### config.mk
export PLATFORM = sky130hd
export DESIGN_NAME = tcns_decode
export DESIGN_NICKNAME = d
export VERILOG_FILES = /design/src/rtl/tcns_pkg.sv /design/src/rtl/tcns_decode.sv
export SDC_FILE = /design/constraint.sdc
export NUM_CORES = 1
export LEC_CHECK = 0
export ABC_CLOCK_PERIOD_IN_PS = 5800
export BUFFER_PORTS_ARGS = -buffer_cell sky130_fd_sc_hd__buf_2
export CAP_MARGIN = 0
export CORE_ASPECT_RATIO = 0.75
export CORE_MARGIN = 2
export CORE_UTILIZATION = 35
export DETAILED_ROUTE_END_ITERATION = 12
export PLACE_DENSITY_LB_ADDON = 0.12
export SLEW_MARGIN = 20
export SYNTH_ARGS = -nofsm -noshare
export SYNTH_HDL_FRONTEND = slang
export SYNTH_SLANG_ARGS = --single-unit
### constraint.sdc
create_clock -name vclk -period 5.8
set_input_delay 0 -clock vclk [all_inputs]
set_output_delay 0 -clock vclk [all_outputs]
set_load 0.1 [all_outputs]
### src/rtl/tcns_pkg.sv
// tcns_pkg.sv
// payload types, codes and the tone table of the note sequencer; no dependencies
package tcns_pkg;

    typedef struct packed {
        logic [2:0]  func;
        logic [9:0]  addr;
        logic [7:0]  data_byte;
        logic [31:0] now_ms;
        logic        player_busy;
    } item_t;

    typedef struct packed {
        logic        tone_cmd;
        logic [12:0] freq_hz;
        logic [30:0] duration_ms;
        logic        from_channel;
    } result_t;

    localparam logic [2:0] FUNC_POLL   = 3'd0;
    localparam logic [2:0] FUNC_WRITE  = 3'd1;
    localparam logic [2:0] FUNC_EFFECT = 3'd2;
    localparam logic [2:0] FUNC_MUSIC  = 3'd3;
    localparam logic [2:0] FUNC_STOP   = 3'd4;

    localparam logic [1:0] REG_END_MARKER   = 2'd0;
    localparam logic [1:0] REG_SOUND_ENABLE = 2'd1;
    localparam logic [1:0] REG_MUSIC_ENABLE = 2'd2;

    localparam logic CMD_PLAY    = 1'b0;
    localparam logic CMD_SILENCE = 1'b1;
    localparam logic CH_EFFECT   = 1'b0;
    localparam logic CH_MUSIC    = 1'b1;

    localparam int          NOTE_COUNT   = 12;
    localparam logic [4:0]  MAX_EXPONENT = 5'd30;
    localparam logic [3:0]  TOP_OCTAVE   = 4'd11;

    // base tone table, scaled by 2^11
    function automatic logic [15:0] tone_base(input logic [3:0] note);
        logic [15:0] v;
        case (note)
            4'd0:    v = 16'd33488;
            4'd1:    v = 16'd35479;
            4'd2:    v = 16'd37589;
            4'd3:    v = 16'd39824;
            4'd4:    v = 16'd42192;
            4'd5:    v = 16'd44701;
            4'd6:    v = 16'd47359;
            4'd7:    v = 16'd50175;
            4'd8:    v = 16'd53159;
            4'd9:    v = 16'd56320;
            4'd10:   v = 16'd59669;
            4'd11:   v = 16'd63217;
            default: v = 16'd0;
        endcase
        return v;
    endfunction

endpackage

### src/rtl/tcns_decode.sv
// tcns_decode.sv
// note byte to frequency and duration; uses tcns_pkg
module tcns_decode (
    input  logic [7:0]  note_byte,
    input  logic [2:0]  octave,
    input  logic [4:0]  exponent,
    output logic [12:0] freq_hz,
    output logic [30:0] duration_ms
);
    import tcns_pkg::*;

    logic [3:0]  note;
    logic [3:0]  oct;
    logic [1:0]  dshift;
    logic [4:0]  sh;
    logic [30:0] base;
    logic [15:0] tone;

    // duration: 2^(exponent-shift), saturating, plus half when dotted; frequency from the tone table by octave
    always_comb
    begin
        note   = note_byte[7:4];
        oct    = {3'b000, note_byte[3]} + {1'b0, octave};
        dshift = note_byte[2:1];
        sh     = (exponent >= {3'b000, dshift}) ? exponent - {3'b000, dshift} : 5'd0;
        if (sh > MAX_EXPONENT)
        begin
            sh = MAX_EXPONENT;
        end
        base        = 31'd1 << sh;
        duration_ms = note_byte[0] ? base + (base >> 1) : base;
        tone        = tone_base(note);
        if (note < 4'(NOTE_COUNT) && oct <= TOP_OCTAVE)
        begin
            freq_hz = 13'(tone >> (TOP_OCTAVE - oct));
        end
        else
        begin
            freq_hz = 13'd0;
        end
    end

endmodule

==> impl_metrics.csv <==
group,metric,value,unit
pwr,p_switching,385,µW
detailed_routing,vias,3361,
detailed_routing,first_pass_iters,5,
placement,dp_hpwl,7.33,mm
sta,max_freq,0.203,GHz
layout,num_antenna_cells,0,
floorplan,fp-row-count,29,
synth,synthCells,454,
critical_path,cp.depth,22,
floorplan,core,8490,µm²
pwr,peakVddDrop,0.113,mV
job,drv_cap,0,
critical_path,cp_max_fo,10,
synth,synth_area_leader_cell,"ha_1",
sta,worst_pin_slew,0.915,ns
worst_hold_path,hold_depth,4,
detailed_routing,wl_per_cell,15.3,µm
pwr,p_leak,0.00167,µW
clocking,post-cts-setup-buffer-count,0,
layout,area_growth,11.0,%
grt,grt_pass1_wl,15.4,mm
sta,setup_tns,0,ns
grt,top_usage_layer,"met1",
pwr,intPower,121,µW
synth,yosysWarnings,0,
sta,report.final.slew_viol_count,0,
critical_path,critPathLaunchType,"input pin",
worst_hold_path,hp-class,"in -> out",
layout,seq_cell_count,0,
critical_path,crit_required,5.80,ns
pwr,swShare,76.1,%
placement,placed_area,3410,µm²
sta,rsz0062_at_grt,"no",
synth,yosysMostFrequentCell,"nor2_1",
critical_path,cp_num_buf_inv,5,
synth,ys_types,66,
pwr,seqPwrFrac,0,%
critical_path,crit_slowest_cell,"fa_1",
grt,grtUsageMet3,0.714,%
grt,use_met2,25.6,%
synth,synth_area,3080,µm²
grt,antenna_found_initial,0,
pwr,power_frac_clock,0,%
placement,numPortBuffers,60,
synth,netlist_top_cells_count,"nor2_1 (70), a21oi_1 (38), ha_1 (36), o21ai_0 (29), nand2_1 (27)",
pwr,comb_power_share,100.0,%
clocking,cts_hold_buffers,0,
grt,grt_pass1_vias,3009,
critical_path,slowest_delay,0.48,ns
sta,worst_slack,0.869,ns
placement,place_congestion,0.870,
layout,fin_cells,598,
grt,grt_max_degree,50,
sta,hold_viol_final,0,
sta,min_period,4.93,ns
detailed_routing,drcViolationCount,0,
floorplan,start_util,36.2,%
floorplan,die_w,112,µm
synth,synth.top_cell.area_share,14.6,%
clocking,cts_resized,0,
sta,relSlewSlack,39.0,%
layout,drive_above_1_share,21.8,%
grt,grt_usage,18.7,%
floorplan,die_h,85.2,µm
detailed_routing,ant_nets,0,
layout,design_area,3410,µm²
outcome,outcome,"complete, no violations",
pwr,powerDensity,148,nW/µm²
synth,ys_seq_area_share,0,%
critical_path,cp_data_arrival_time,4.93,ns
synth,synth_area_leaders,"ha_1 (15%), nor2_1 (8.5%), mux2_2 (7.0%)",
placement,placed_cells,598,
grt,gr-usage-met1,32.9,%
layout,regArea,0,µm²
critical_path,critPathKind,"in -> out",
detailed_routing,drt_iter0_drc,294,
detailed_routing,drt-total-wl,9.14,mm
grt,grt-ovfl-total,0,
synth,avgSynthCellArea,6.78,µm²
sta,setup_viol,0,
layout,clkbuf_count,0,
floorplan,dieArea,9560,µm²
critical_path,path_cells,"buf_2 > inv_1 > ha_1 > inv_1 > fa_1 > or3_1 > and2_1 > a31oi_1 > nor2b_1 > buf_4 > nor2_1 > ha_1 > fa_1 > a21o_1 > a21oi_1 > o21bai_1 > a21oi_1 > o21ai_0 > a21bo_2 > mux2_2 > o211ai_1 > buf_2",
layout,num-nets-final,546,
critical_path,crit_path_end_kind,"output pin",
synth,syn_nets,508,
floorplan,num_io_pins,60,
sta,period_share,85.0,%
critical_path,crit_family,"compound AO/OA/AOI/OAI gates",
placement,place_ws,0.870,ns
detailed_routing,viasPerCell,5.62,
power by group through the flow:
| stage | Combinational (µW) | Clock, µW | Sequential (µW) |
|---|---|---|---|
| final | 505 | 0 | 0 |
| after global routing | 537 | 0 | 0 |
| after CTS | 502 | 0 | 0 |
| after detailed placement | 500 | 0 | 0 |
| after global placement | 500 | 0 | 0 |
| after floorplan | 419 | 0 | 0 |
per-stage QoR:
step	hold WS, ns	utilization [%]	power [µW]
floorplan	0.620	-	419
global placement	0.908	40.2	500
detailed placement	0.906	40.2	500
CTS	0.905	40.2	502
global route	0.970	40.2	537
finish	0.904	40.2	505
layout by cell type, fill, tap and decap left out, types with 4 or more instances in the layout:
master | synthesis | routed
nor2_1 | 70 | 70
buf_2 | 1 | 60
a21oi_1 | 38 | 38
ha_1 | 36 | 36
o21ai_0 | 29 | 29
nand2_1 | 27 | 27
inv_1 | 22 | 22
mux2_2 | 19 | 19
xnor2_1 | 16 | 16
mux2i_1 | 14 | 14
nor3_1 | 12 | 12
nand2b_1 | 9 | 9
nor2b_1 | 8 | 8
a21o_1 | 8 | 8
o211ai_1 | 8 | 8
a31oi_1 | 7 | 7
nand3_1 | 7 | 7
or3_1 | 7 | 7
xor2_1 | 6 | 6
o31ai_1 | 6 | 6
a211oi_1 | 6 | 6
and2_1 | 5 | 5
or2_2 | 5 | 5
o21bai_1 | 5 | 5
o22ai_1 | 4 | 4
final cells by class:
class,instances,area [µm²]
repair buffers,63,323
fillers,946,5080
inverters,22,82.6
multi-input cells,405,2870
well taps,108,135
cells by family after synthesis:
kind of cell	count (synthesis)	synth area share, %
compound gates	146	33.6
xor+xnor	22	6.26
fa+ha+maj	38	15.9
buf+inv	49	6.59
mux	35	12.5
simple gates	164	25.2
worst paths after layout:
kind	from	endpoint	slack (ns)
worst max-delay path	exponent[0]	duration_ms[14]	0.87
worst min-delay path	note_byte[0]	duration_ms[1]	0.90
metal layers:
metal	wire length, µm	up-vias
met4	0	0
met3	490	0
met5	0	-
met1	5130	1538
met2	3520	89
li1	-	1734
No activity file was read; power rests on OpenSTA's default activity.
