`config.mk`:
```
export PLATFORM = sky130hd
export DESIGN_NAME = tcns_rem
export DESIGN_NICKNAME = d
export VERILOG_FILES = /design/src/rtl/tcns_rem.sv
export SDC_FILE = /design/constraint.sdc
export NUM_CORES = 1
export LEC_CHECK = 0
export BUFFER_PORTS_ARGS = -buffer_cell sky130_fd_sc_hd__clkbuf_2
export CAP_MARGIN = 10
export CELL_PAD_IN_SITES_DETAIL_PLACEMENT = 1
export CELL_PAD_IN_SITES_GLOBAL_PLACEMENT = 1
export CORE_ASPECT_RATIO = 0.9
export CORE_MARGIN = 5
export CORE_UTILIZATION = 44
export CTS_CLUSTER_SIZE = 30
export DETAILED_ROUTE_END_ITERATION = 12
export MAX_ROUTING_LAYER = met4
export PLACE_DENSITY_LB_ADDON = 0.1
export SYNTH_ARGS = -nofsm -noshare
export SYNTH_HDL_FRONTEND = slang
export SYNTH_SLANG_ARGS = --single-unit
```
`constraint.sdc`:
```
create_clock -name clk -period 3.65 [get_ports clk]
set_clock_uncertainty 0.05 [all_clocks]
set_input_delay 1.095 -clock clk [delete_from_list [all_inputs] [get_ports clk]]
set_output_delay 1.095 -clock clk [all_outputs]
set_load 0.02 [all_outputs]
```
`src/rtl/tcns_rem.sv`:
```
// tcns_rem.sv
// restoring remainder unit, one dividend bit per cycle; no dependencies
module tcns_rem #(
    parameter int LAP_W = 42
) (
    input  logic             clk,
    input  logic             rst_n,
    input  logic             start,
    input  logic [32:0]      dividend,
    input  logic [LAP_W-1:0] divisor,
    output logic             done,
    output logic [32:0]      remainder
);

    logic             running_reg;
    logic [5:0]       cnt_reg;
    logic [32:0]      num_reg;
    logic [LAP_W-1:0] div_reg;
    logic [LAP_W-1:0] rem_reg;
    logic [LAP_W:0]   trial;

    assign trial     = {rem_reg, num_reg[32]};
    assign done      = running_reg && (cnt_reg == 6'd0);
    assign remainder = rem_reg[32:0];

    // control
    always_ff @(posedge clk or negedge rst_n)
    begin
        if (!rst_n)
        begin
            running_reg <= 1'b0;
            cnt_reg     <= 6'd0;
        end
        else if (start)
        begin
            running_reg <= 1'b1;
            cnt_reg     <= 6'd33;
        end
        else if (done)
        begin
            running_reg <= 1'b0;
        end
        else if (running_reg)
        begin
            cnt_reg <= cnt_reg - 6'd1;
        end
    end

    // shift-subtract datapath
    always_ff @(posedge clk)
    begin
        if (start)
        begin
            num_reg <= dividend;
            div_reg <= divisor;
            rem_reg <= '0;
        end
        else if (running_reg && cnt_reg != 6'd0)
        begin
            num_reg <= {num_reg[31:0], 1'b0};
            if (trial >= {1'b0, div_reg})
            begin
                rem_reg <= LAP_W'(trial - {1'b0, div_reg});
            end
            else
            begin
                rem_reg <= trial[LAP_W-1:0];
            end
        end
    end

endmodule

```
==> results_dict.tcl, run 1 <==
set metrics [dict create \
    worst_path_max_delay_cell "and2_1" \
    yosys.area_share.simple_pct 13.90 \
    ant_nets 0 \
    place_area_mm2 0.008366 \
    worstMarginPinSlew_ns 0.8278 \
    area_delta_synth_final_pct 14.55 \
    worst_setup_path_start_kind "register" \
    synth_xor_area_share_pct 4.030 \
    cts_num_sinks 124 \
    finish.net_count 1039 \
    clockBufferDepth 2 \
    final_layout_size_suffix_gt1_share_pct 21.94 \
    syn_area_per_cell_um2 9.172 \
    post-cts-setup-buffer-count 0 \
    r2r_cells 11 \
    die_h_um 136.5 \
    grt_usage_pct 22.89 \
    die_area_mm2 0.02055 \
    cp_max_fo 24 \
    p_leak_nw 3.844 \
    hp-class "primary input to asynchronous set/reset pin" \
    vias 6592 \
    grt_max_degree 43 \
    layout.cells.most_common "clkbuf_2" \
    synth_area_mm2 0.007824 \
    finalMaxSlewViolations 0 \
    grt_pass1_wl_mm 35.94 \
    rsz0062_at_grt "no" \
    route.detailed.drc 0 \
    final_util_pct 51.05 \
    routedWlPerCell_um 18.76 \
    vdd_ir_drop_max_v 0.0003806 \
    ctsRootBufferMaster "clkbuf_16" \
    clk_pin_slew_ns 0.07 \
    status "complete, no violations" \
    fin_crit_sh_pct 90.06 \
    dpl.hpwl_mm 16.04 \
    dr.first_iter.drc_count 259 \
    reg2reg_from "div_reg[24]" \
    rr_endpoint "rem_reg[14]" \
    initial_core_util_pct 44.57 \
    die_x_um 150.6 \
    cp.buffers_inverters 2 \
    worstPathRequired_ns 3.89 \
    ys.flop_type "edfxtp_1" \
    ys_warn_count 0 \
    synth_mux_area_share_pct 5.118 \
    hold_viol 0 \
    cts_buffers 17 \
    ys_types 68 \
    synth_top_family_by_area "compound AO/OA/AOI/OAI gates" \
    ctsHoldBuffers 0 \
    ys_ff_latch 124 \
    setup_tns_ns 0 \
    rows 46 \
    fmax_mhz 304.2 \
    diodes 0 \
    portBuffers 111 \
    vias_per_cell 5.634 \
    final_cell_area_mm2 0.008962 \
    period_needed_ns 3.287 \
    syn_inst 853 \
    cts_resized 0 \
    place_congestion 0.9314 \
    synth_compound_area_share_pct 19.43 \
    crit_top_cell "o21ai_1" \
    antenna_found_initial 0 \
    overflow 0 \
    grt_pass1_vias 7123 \
    power_density_mw_per_mm2 618.8 \
    ys_seq_area_share_pct 41.77 \
    cts_max_level 4 \
    synth_edf_count 75 \
    cts_tree "yes" \
    coreArea_mm2 0.01755 \
    critPathTopFamily "simple AND/OR/NAND/NOR gates" \
    drt-total-wl_mm 21.96 \
    slew_headroom_pct 44.82 \
    drtPass1Iterations 7 \
    async_flop_share_pct 5.645 \
    ioPinCount 112 \
    clk_latency_ns 0.43 \
    drv_cap 0 \
    syn-num-nets 975 \
    crit_type "register to register" \
    worst_setup_path_end_kind "register" \
    final_cell_mix "clkbuf_2 (110), nand2_1 (94), edfxtp_1 (75), o21ai_0 (63), a21oi_1 (61)" \
    reg2reg_slack_ns 0.36 \
    max_stage_delay_ns 0.44 \
    startpoint "div_reg[24]" \
    hold_ws_ns 0.4364 \
    cp_cell_sequence "inv_1 -> ha_1 -> nand4_1 -> nor2_1 -> nand2_1 -> a2111oi_2 -> o21ai_1 -> and2_1 -> buf_12 -> a41oi_1 -> o21ai_1" \
    setup-violations-final 0 \
    synth_fa_ha_area_share_pct 7.133 \
    crit_arrival_ns 3.53 \
]
-- cells in the mapped netlist (7+ instances only) --
| library cell | instances | area [µm²] |
|---|---|---|
| nand2_1 | 94 | 352.8 |
| edfxtp_1 | 75 | 2252 |
| o21ai_0 | 63 | 315.3 |
| a21oi_1 | 61 | 305.3 |
| inv_1 | 60 | 225.2 |
| nor2_1 | 44 | 165.2 |
| ha_1 | 43 | 538.0 |
| dfxtp_1 | 42 | 840.8 |
| a31oi_1 | 37 | 231.5 |
| buf_4 | 35 | 262.8 |
| clkbuf_1 | 34 | 127.6 |
| mux2_2 | 32 | 360.4 |
| xnor2_1 | 23 | 201.4 |
| nand4_1 | 21 | 131.4 |
| a21o_1 | 16 | 120.1 |
| nand3_1 | 16 | 80.08 |
| xor2_1 | 13 | 113.9 |
| nor3_1 | 12 | 60.06 |
| and3_1 | 9 | 56.30 |
| nand2b_1 | 8 | 50.05 |
| o211ai_1 | 8 | 60.06 |
| buf_2 | 7 | 35.03 |
| dfrtp_1 | 7 | 175.2 |
| o21ai_1 | 7 | 35.03 |
-- logic make-up after synthesis --
kind of cell / Yosys count
compound gates: 241
xor+xnor: 36
fa+ha+maj: 44
buf+inv: 140
flops: 124
mux: 36
simple gates: 232
-- per-layer routing --
metal / GRT usage (%) / share of wire [%] / routed length, µm / vias up
met1: 28.44 / 45 / 9779 / 3223
met4: 5.843 / 1.0 / 228 / 0
met3: 4.470 / 4.8 / 1053 / 17
met5: - / 0 / 0 / -
met2: 38.48 / 50 / 10890 / 167
li1: - / - / - / 3185
-- layout make-up --
cell class,instances,area (µm²)
fillers,2058,8592
inverters,60,225.2
clock buffers,17,425.4
repair buffers,125,675.6
flip-flops and latches,124,3268
multi-input cells,589,3896
well taps,240,300.3
clock inverters,15,171.4
-- worst register-to-register path: stages (launching register included) --
cell,delay (ns)
edfxtp_1,0.33
inv_1,0.04
ha_1,0.40
nand4_1,0.33
nor2_1,0.32
nand2_1,0.12
a2111oi_2,0.36
o21ai_1,0.15
and2_1,0.44
buf_12,0.30
a41oi_1,0.23
o21ai_1,0.09
-- through the flow --
stage / power [mW] / setup WS [ns] / std cells
final: 5.546 / 0.3630 / 1170
after global placement: 3.754 / 0.4977 / 1138
after global routing: 5.894 / 0.06853 / 1170
after floorplan: 3.373 / 0.6835 / 853
after detailed placement: 3.818 / 0.3426 / 1138
after CTS: 5.601 / 0.3377 / 1170
-- how the worst max path moves through the flow --
stage	depth (start not counted)	endpoint
6_report	11	rem_reg[14]
5_1_grt	11	rem_reg[23]
4_1_cts	11	rem_reg[14]
3_5_place_dp	11	rem_reg[14]
3_3_place_gp	11	rem_reg[5]
2_1_floorplan	5	num_reg[0]
-- power by group --
group / total, mW / internal [mW] / switching [mW] / leakage (nW)
logic: 1.89 / 0.708 / 1.19 / 2.37
registers: 1.92 / 1.76 / 0.162 / 1.18
clock network: 1.73 / 0.978 / 0.757 / 0.292
Power figures use the tool's default switching activity.
==> run 2: changes to the inputs <==
--- a/config.mk
+++ b/config.mk
@@ -5,13 +5,14 @@
 export SDC_FILE = /design/constraint.sdc
 export NUM_CORES = 1
 export LEC_CHECK = 0
+export ABC_AREA = 1
 export BUFFER_PORTS_ARGS = -buffer_cell sky130_fd_sc_hd__clkbuf_2
 export CAP_MARGIN = 10
 export CELL_PAD_IN_SITES_DETAIL_PLACEMENT = 1
 export CELL_PAD_IN_SITES_GLOBAL_PLACEMENT = 1
 export CORE_ASPECT_RATIO = 0.9
 export CORE_MARGIN = 5
-export CORE_UTILIZATION = 44
+export CORE_UTILIZATION = 42
 export CTS_CLUSTER_SIZE = 30
 export DETAILED_ROUTE_END_ITERATION = 12
 export MAX_ROUTING_LAYER = met4
==> run 2 against run 1 <==
Sequential power increased by 7%. Sequential share of layout area is 3.7 points lower. Clock power up 3%. Critical endpoint is now done. Largest cell class unchanged. Critical path type is now register to output pin.
==> results_dict.tcl, run 2 <==
set metrics [dict create \
    final_cell_mix "nand2_1 (504), inv_1 (218), clkbuf_2 (110), nand3_1 (100), nor2_1 (84)" \
    routedWlPerCell_um 15.72 \
    initial_core_util_pct 42.48 \
    diodes 0 \
    setup-violations-final 0 \
    vias 8083 \
    period_needed_ns 3.011 \
    finalMaxSlewViolations 0 \
    synth_common_cells "nand2_1 (504), inv_1 (219), nand3_1 (100)" \
    slew_headroom_pct 60.33 \
    yosysTopAreaCell "edfxtp_1" \
    clk_pin_slew_ns 0.07 \
    dr.first_iter.drc_count 291 \
    drv_cap 0 \
    fin_crit_sh_pct 82.49 \
    vias_per_cell 4.843 \
    synth_edf_count 75 \
    grt_pass1_wl_mm 43.49 \
    synth_area_mm2 0.008797 \
    grt_usage_pct 23.30 \
    synth_top_area_share_pct 25.60 \
    yosysMostFrequentCell "nand2_1" \
    portBuffers 111 \
    ioPinCount 112 \
    cts_tree "yes" \
    fmax_mhz 332.1 \
    max_stage_delay_ns 0.39 \
    vdd_ir_drop_max_v 0.0003021 \
    syn_inst 1292 \
    cts_resized 0 \
    ys_ff_latch 124 \
    crit_arrival_ns 1.87 \
    hold_ws_ns 0.4289 \
    cts_num_sinks 124 \
    fill_cells 2755 \
    drt-total-wl_mm 26.24 \
    cp_max_fo 3 \
    status "complete, no violations" \
    ys_types 39 \
    place_congestion 0.9110 \
    ctsRootBufferMaster "clkbuf_16" \
    layout.cells.most_common "nand2_1" \
    multi_input_comb_area_mm2 0.004269 \
    clockBufferDepth 2 \
    route.detailed.drc 0 \
    worst_path_max_delay_cell "dfrtp_1" \
    die_x_um 162.6 \
    worstMarginPinSlew_ns 0.5945 \
    worst_setup_path_end_kind "output pin" \
    crit_top_cell "inv_1" \
    ys_top_cells_by_area "edfxtp_1 (26%), nand2_1 (22%), dfxtp_1 (9.6%)" \
    dpl.hpwl_mm 20.17 \
    p_leak_nw 5.380 \
    die_h_um 147.3 \
    ant_nets 0 \
    cts_max_level 4 \
    antenna_found_initial 0 \
    hp-class "register to register" \
    cp_cell_sequence "inv_1 -> ha_1 -> inv_1 -> nor3_1 -> nand2_1 -> nor2_1 -> clkbuf_2" \
    grt_pass1_vias 8586 \
    syn-num-nets 1414 \
    crit_type "register to output pin" \
    hold_viol 0 \
    cts_buffers 17 \
    die_area_mm2 0.02394 \
    ctsHoldBuffers 0 \
    worstPathRequired_ns 2.50 \
    drtPass1Iterations 4 \
    ys_warn_count 0 \
    async_flop_share_pct 5.645 \
    rsz0062_at_grt "no" \
    setup_tns_ns 0 \
    grt_max_degree 44 \
    overflow 0 \
    finish.net_count 1492 \
    regArea_mm2 0.003268 \
    coreArea_mm2 0.02071 \
    final_util_pct 48.11 \
    ys.flop_type "edfxtp_1" \
    ys_seq_area_share_pct 37.15 \
    area_delta_synth_final_pct 13.26 \
    worst_setup_path_start_kind "register" \
    post-cts-setup-buffer-count 0 \
    power_density_mw_per_mm2 813.0 \
    clk_latency_ns 0.43 \
    rows 50 \
    final_layout_size_suffix_gt1_share_pct 12.73 \
    syn_area_per_cell_um2 6.809 \
]
[run 2: cell count changes in the layout (fill, tap and decap cells not counted), sizes merged, moves of 29 or more]
cell / delta
nor2: +51
a31oi: -35
inv: +158
nand2: +414
a21oi: -29
nand3: +86
o21ai: -42
mux2: -32
[run 2: stage by stage]
stage	worst slack [ns]	instances	power [mW]	cell area [µm²]
floorplan	0.8714	1292	5.456	8797
global placement	0.9516	1637	6.214	9361
detailed placement	0.8463	1637	6.316	9361
CTS	0.6133	1669	8.182	9963
global route	0.5192	1669	8.803	9963
finish	0.6389	1669	8.101	9963
[run 2: worst paths after layout]
path                             start           to  slack, ns  cells after the start
min reg2reg                rem_reg[40]  rem_reg[40]       0.43                      2
min in group asynchronous        rst_n   cnt_reg[3]       0.45                      1
max                         cnt_reg[0]         done       0.64                      7
max in group asynchronous        rst_n   cnt_reg[4]       2.93                      1
min                        rem_reg[40]  rem_reg[40]       0.43                      2
max reg2reg                div_reg[18]  rem_reg[24]       0.80                     13
[run 2: final cells by class]
type / count / share of cell area (%)
Sequential cell: 124 / 32.80
Tap cell: 286 / 3.592
Clock inverter: 12 / 1.658
Multi-Input combinational cell: 882 / 42.85
Timing Repair Buffer: 119 / 6.204
Clock buffer: 20 / 4.383
Inverter: 226 / 8.514
[run 2: per-layer routing]
layer / share of wire [%] / GRT usage (%)
met5: 0 / -
met4: 1.8 / 5.996
met3: 4.1 / 4.236
met2: 48 / 39.38
met1: 46 / 28.92
[run 2: critical path, delay by kind of cell, from the launching register on]
family                   cells  cell delay [ns]
AND/OR/NAND/NOR              3             0.56
buffers and inverters        3             0.34
adder cells (fa/ha/maj)      1             0.14
flip-flops                   1             0.39
[run 2: power by group]
| group | leakage (nW) | internal, mW | switching (mW) |
|---|---|---|---|
| combinational | 3.88 | 1.45 | 2.81 |
| sequential | 1.20 | 1.83 | 0.231 |
| clock | 0.294 | 1.08 | 0.693 |
| total | 5.38 | 4.36 | 3.74 |
[run 2: kinds of logic (layout without fill, tap and decap cells)]
family / count (synthesis) / count (layout) / synth area share (%)
and+or+nand+nor: 744 / 744 / 35.57
DFF: 124 / 124 / 37.15
xor gates and xnor gates: 23 / 23 / 2.290
AOI/OAI and AO/OA: 71 / 71 / 4.295
adders and majority gates: 44 / 44 / 6.343
buffers and inverters: 286 / 377 / 14.35
==> run 3: changes to the inputs <==
--- a/config.mk
+++ b/config.mk
@@ -5,14 +5,14 @@
 export SDC_FILE = /design/constraint.sdc
 export NUM_CORES = 1
 export LEC_CHECK = 0
-export ABC_AREA = 1
+export ABC_AREA = 0
 export BUFFER_PORTS_ARGS = -buffer_cell sky130_fd_sc_hd__clkbuf_2
 export CAP_MARGIN = 10
 export CELL_PAD_IN_SITES_DETAIL_PLACEMENT = 1
 export CELL_PAD_IN_SITES_GLOBAL_PLACEMENT = 1
 export CORE_ASPECT_RATIO = 0.9
 export CORE_MARGIN = 5
-export CORE_UTILIZATION = 42
+export CORE_UTILIZATION = 40
 export CTS_CLUSTER_SIZE = 30
 export DETAILED_ROUTE_END_ITERATION = 12
 export MAX_ROUTING_LAYER = met4
==> constraint.sdc (replaced) <==
create_clock -name clk -period 2.6 [get_ports clk]
set_clock_uncertainty 0.05 [all_clocks]
set_input_delay 0.78 -clock clk [delete_from_list [all_inputs] [get_ports clk]]
set_output_delay 0.78 -clock clk [all_outputs]
set_load 0.02 [all_outputs]
==> run 3 against run 2 <==
The flow now finishes with violations (negative setup slack). Core utilization increased by 9.4 points. Critical path depth is 4 higher. Final cell count decreased by 20%. Worst setup slack got worse by 0.77 ns. Final area rose by 11%. Register-to-register slack got worse by 0.93 ns. Flip-flop and latch count unchanged. Global-route usage is 0.15 points higher. Non-clock buffer count increased by 156. Sequential power increased by 31%. Critical endpoint is now rem_reg[21]. Largest cell class unchanged. Highest routed layer unchanged.
==> results_dict.tcl, run 3 (synthesis results as in run 1) <==
set metrics [dict create \
    place_area_mm2 0.009339 \
    ant_nets 0 \
    dpl.hpwl_mm 18.58 \
    cts_tree "yes" \
    overflow 0 \
    fmax_mhz 366.3 \
    route.detailed.drc 0 \
    drtPass1Iterations 5 \
    final_cell_mix "buf_4 (147), clkbuf_2 (110), edfxtp_1 (75), nand2_1 (71), inv_1 (52)" \
    ioPinCount 112 \
    ctsHoldBuffers 0 \
    die_h_um 142.7 \
    power_density_mw_per_mm2 834.6 \
    portBuffers 111 \
    rows 48 \
    cts_buffers 17 \
    finish.net_count 1189 \
    vias 7449 \
    cp_cell_sequence "inv_1 -> ha_4 -> a21oi_1 -> o21ai_2 -> a21oi_1 -> o31ai_2 -> o21ai_2 -> and2_4 -> clkbuf_16 -> nand2_2 -> a31oi_1" \
    cp_max_fo 7 \
    p_leak_nw 4.712 \
    fin_crit_sh_pct 105.0 \
    rsz0062_at_grt "yes" \
    die_x_um 157.4 \
    grt_pass1_wl_mm 40.84 \
    worstMarginPinSlew_ns 0.6240 \
    place_congestion 0.9297 \
    diodes 0 \
    reg2reg_slack_ns -0.13 \
    grt_usage_pct 23.45 \
    worst_setup_path_start_kind "register" \
    hold_ws_ns 0.1157 \
    setup_slack_ns -0.1298 \
    clk_latency_ns 0.44 \
    die_area_mm2 0.02246 \
    crit_type "register to register" \
    clk_pin_slew_ns 0.07 \
    drv_cap 0 \
    grt_pass1_vias 7899 \
    cts_num_sinks 124 \
    ctsRootBufferMaster "clkbuf_16" \
    final_layout_size_suffix_gt1_share_pct 43.52 \
    antenna_found_initial 0 \
    cts_max_level 4 \
    drt-total-wl_mm 28.03 \
    initial_core_util_pct 40.71 \
    dr.first_iter.drc_count 413 \
    status "complete, but fails checks" \
    routedWlPerCell_um 21.07 \
    setup-violations-final 42 \
    clockBufferDepth 2 \
    slew_headroom_pct 58.25 \
    area_delta_synth_final_pct 41.24 \
    worstPathRequired_ns 2.91 \
    stdcell_count 1330 \
    worst_setup_path_end_kind "register" \
    placed_cells 1269 \
    violations "negative setup slack" \
    crit_arrival_ns 3.04 \
    grt_max_degree 39 \
    hold_viol 0 \
    period_needed_ns 2.730 \
    worst_path_max_delay_cell "edfxtp_1" \
    coreArea_mm2 0.01922 \
    vias_per_cell 5.601 \
    fill_cells 2155 \
    layout.cells.most_common "buf_4" \
    hp-class "primary input to asynchronous set/reset pin" \
    vdd_ir_drop_max_v 0.0005108 \
    final_cell_area_mm2 0.01105 \
    max_stage_delay_ns 0.37 \
    finalMaxSlewViolations 0 \
]
## run 3: changes by cell type in the layout (fill, tap and decap cells not counted), sizes merged, moves of 32 or more
cell,change
buf,+151
mux2,+32
inv,-159
nand2,-414
nor2,-51
nand3,-86
o21ai,+42
a31oi,+35
## run 3: timing repair
action                                 in CTS  in global routing
buffers inserted                            4                 20
gates resized for setup                    67                108
cloned                                      0                  6
pin swaps                                  24                 87
setup endpoints to repair                  42                 42
endpoints found under the hold margin       0                  0
## run 3: worst paths after layout
| kind | from | endpoint | cells past startpoint |
|---|---|---|---|
| setup / recovery | div_reg[12] | rem_reg[21] | 11 |
| hold / removal | rst_n | cnt_reg[2] | 1 |
| setup reg to reg | div_reg[12] | rem_reg[21] | 11 |
| hold reg to reg | rem_reg[25] | rem_reg[26] | 2 |
| max in group asynchronous | rst_n | running_reg | 1 |
| min in group clk | divisor[9] | div_reg[9] | 1 |
## run 3: worst max-delay path, delay by kind of cell, from the launching register on
family                     cells  cell delay (ns)
adders and majority gates      1             0.23
AOI/OAI and AO/OA              6             1.28
buffers and inverters          2             0.33
DFF                            1             0.37
and+or+nand+nor                2             0.38
## run 3: cell type report
type	count	area, µm²	share of cell area (%)
repair buffers	275	1978	17.90
well taps	250	312.8	2.831
multi-input cells	589	4679	42.35
inverters	60	225.2	2.038
flip-flops and latches	124	3268	29.57
clock buffers	18	439.2	3.974
clock inverters	14	147.6	1.336
## run 3: metal layers
| layer | global-route usage (%) | part of all wire, % |
|---|---|---|
| met2 | 39.87 | 51 |
| met1 | 28.54 | 43 |
| met5 | - | 0 |
| met3 | 5.242 | 4.4 |
| met4 | 5.432 | 1.5 |
## run 3: through the flow
stage / setup slack [ns] / power (mW) / TNS, ns / util, %
4_1_cts: -0.1142 / 8.685 / -0.3306 / 53.50
6_report: -0.1298 / 9.222 / -3.421 / 57.50
5_1_grt: -0.2537 / 9.688 / -8.809 / 57.50
3_5_place_dp: -0.2934 / 6.001 / -8.049 / 48.59
2_1_floorplan: -0.04250 / 4.735 / -0.04250 / -
3_3_place_gp: -0.1810 / 5.853 / -2.289 / 48.59
## run 3: report_power, final
part	switching (mW)	leakage, nW	total [mW]	internal [mW]
sequential	0.231	1.18	2.70	2.46
clock	1.06	0.281	2.44	1.38
combinational	2.23	3.25	4.08	1.85
total	3.53	4.71	9.22	5.69
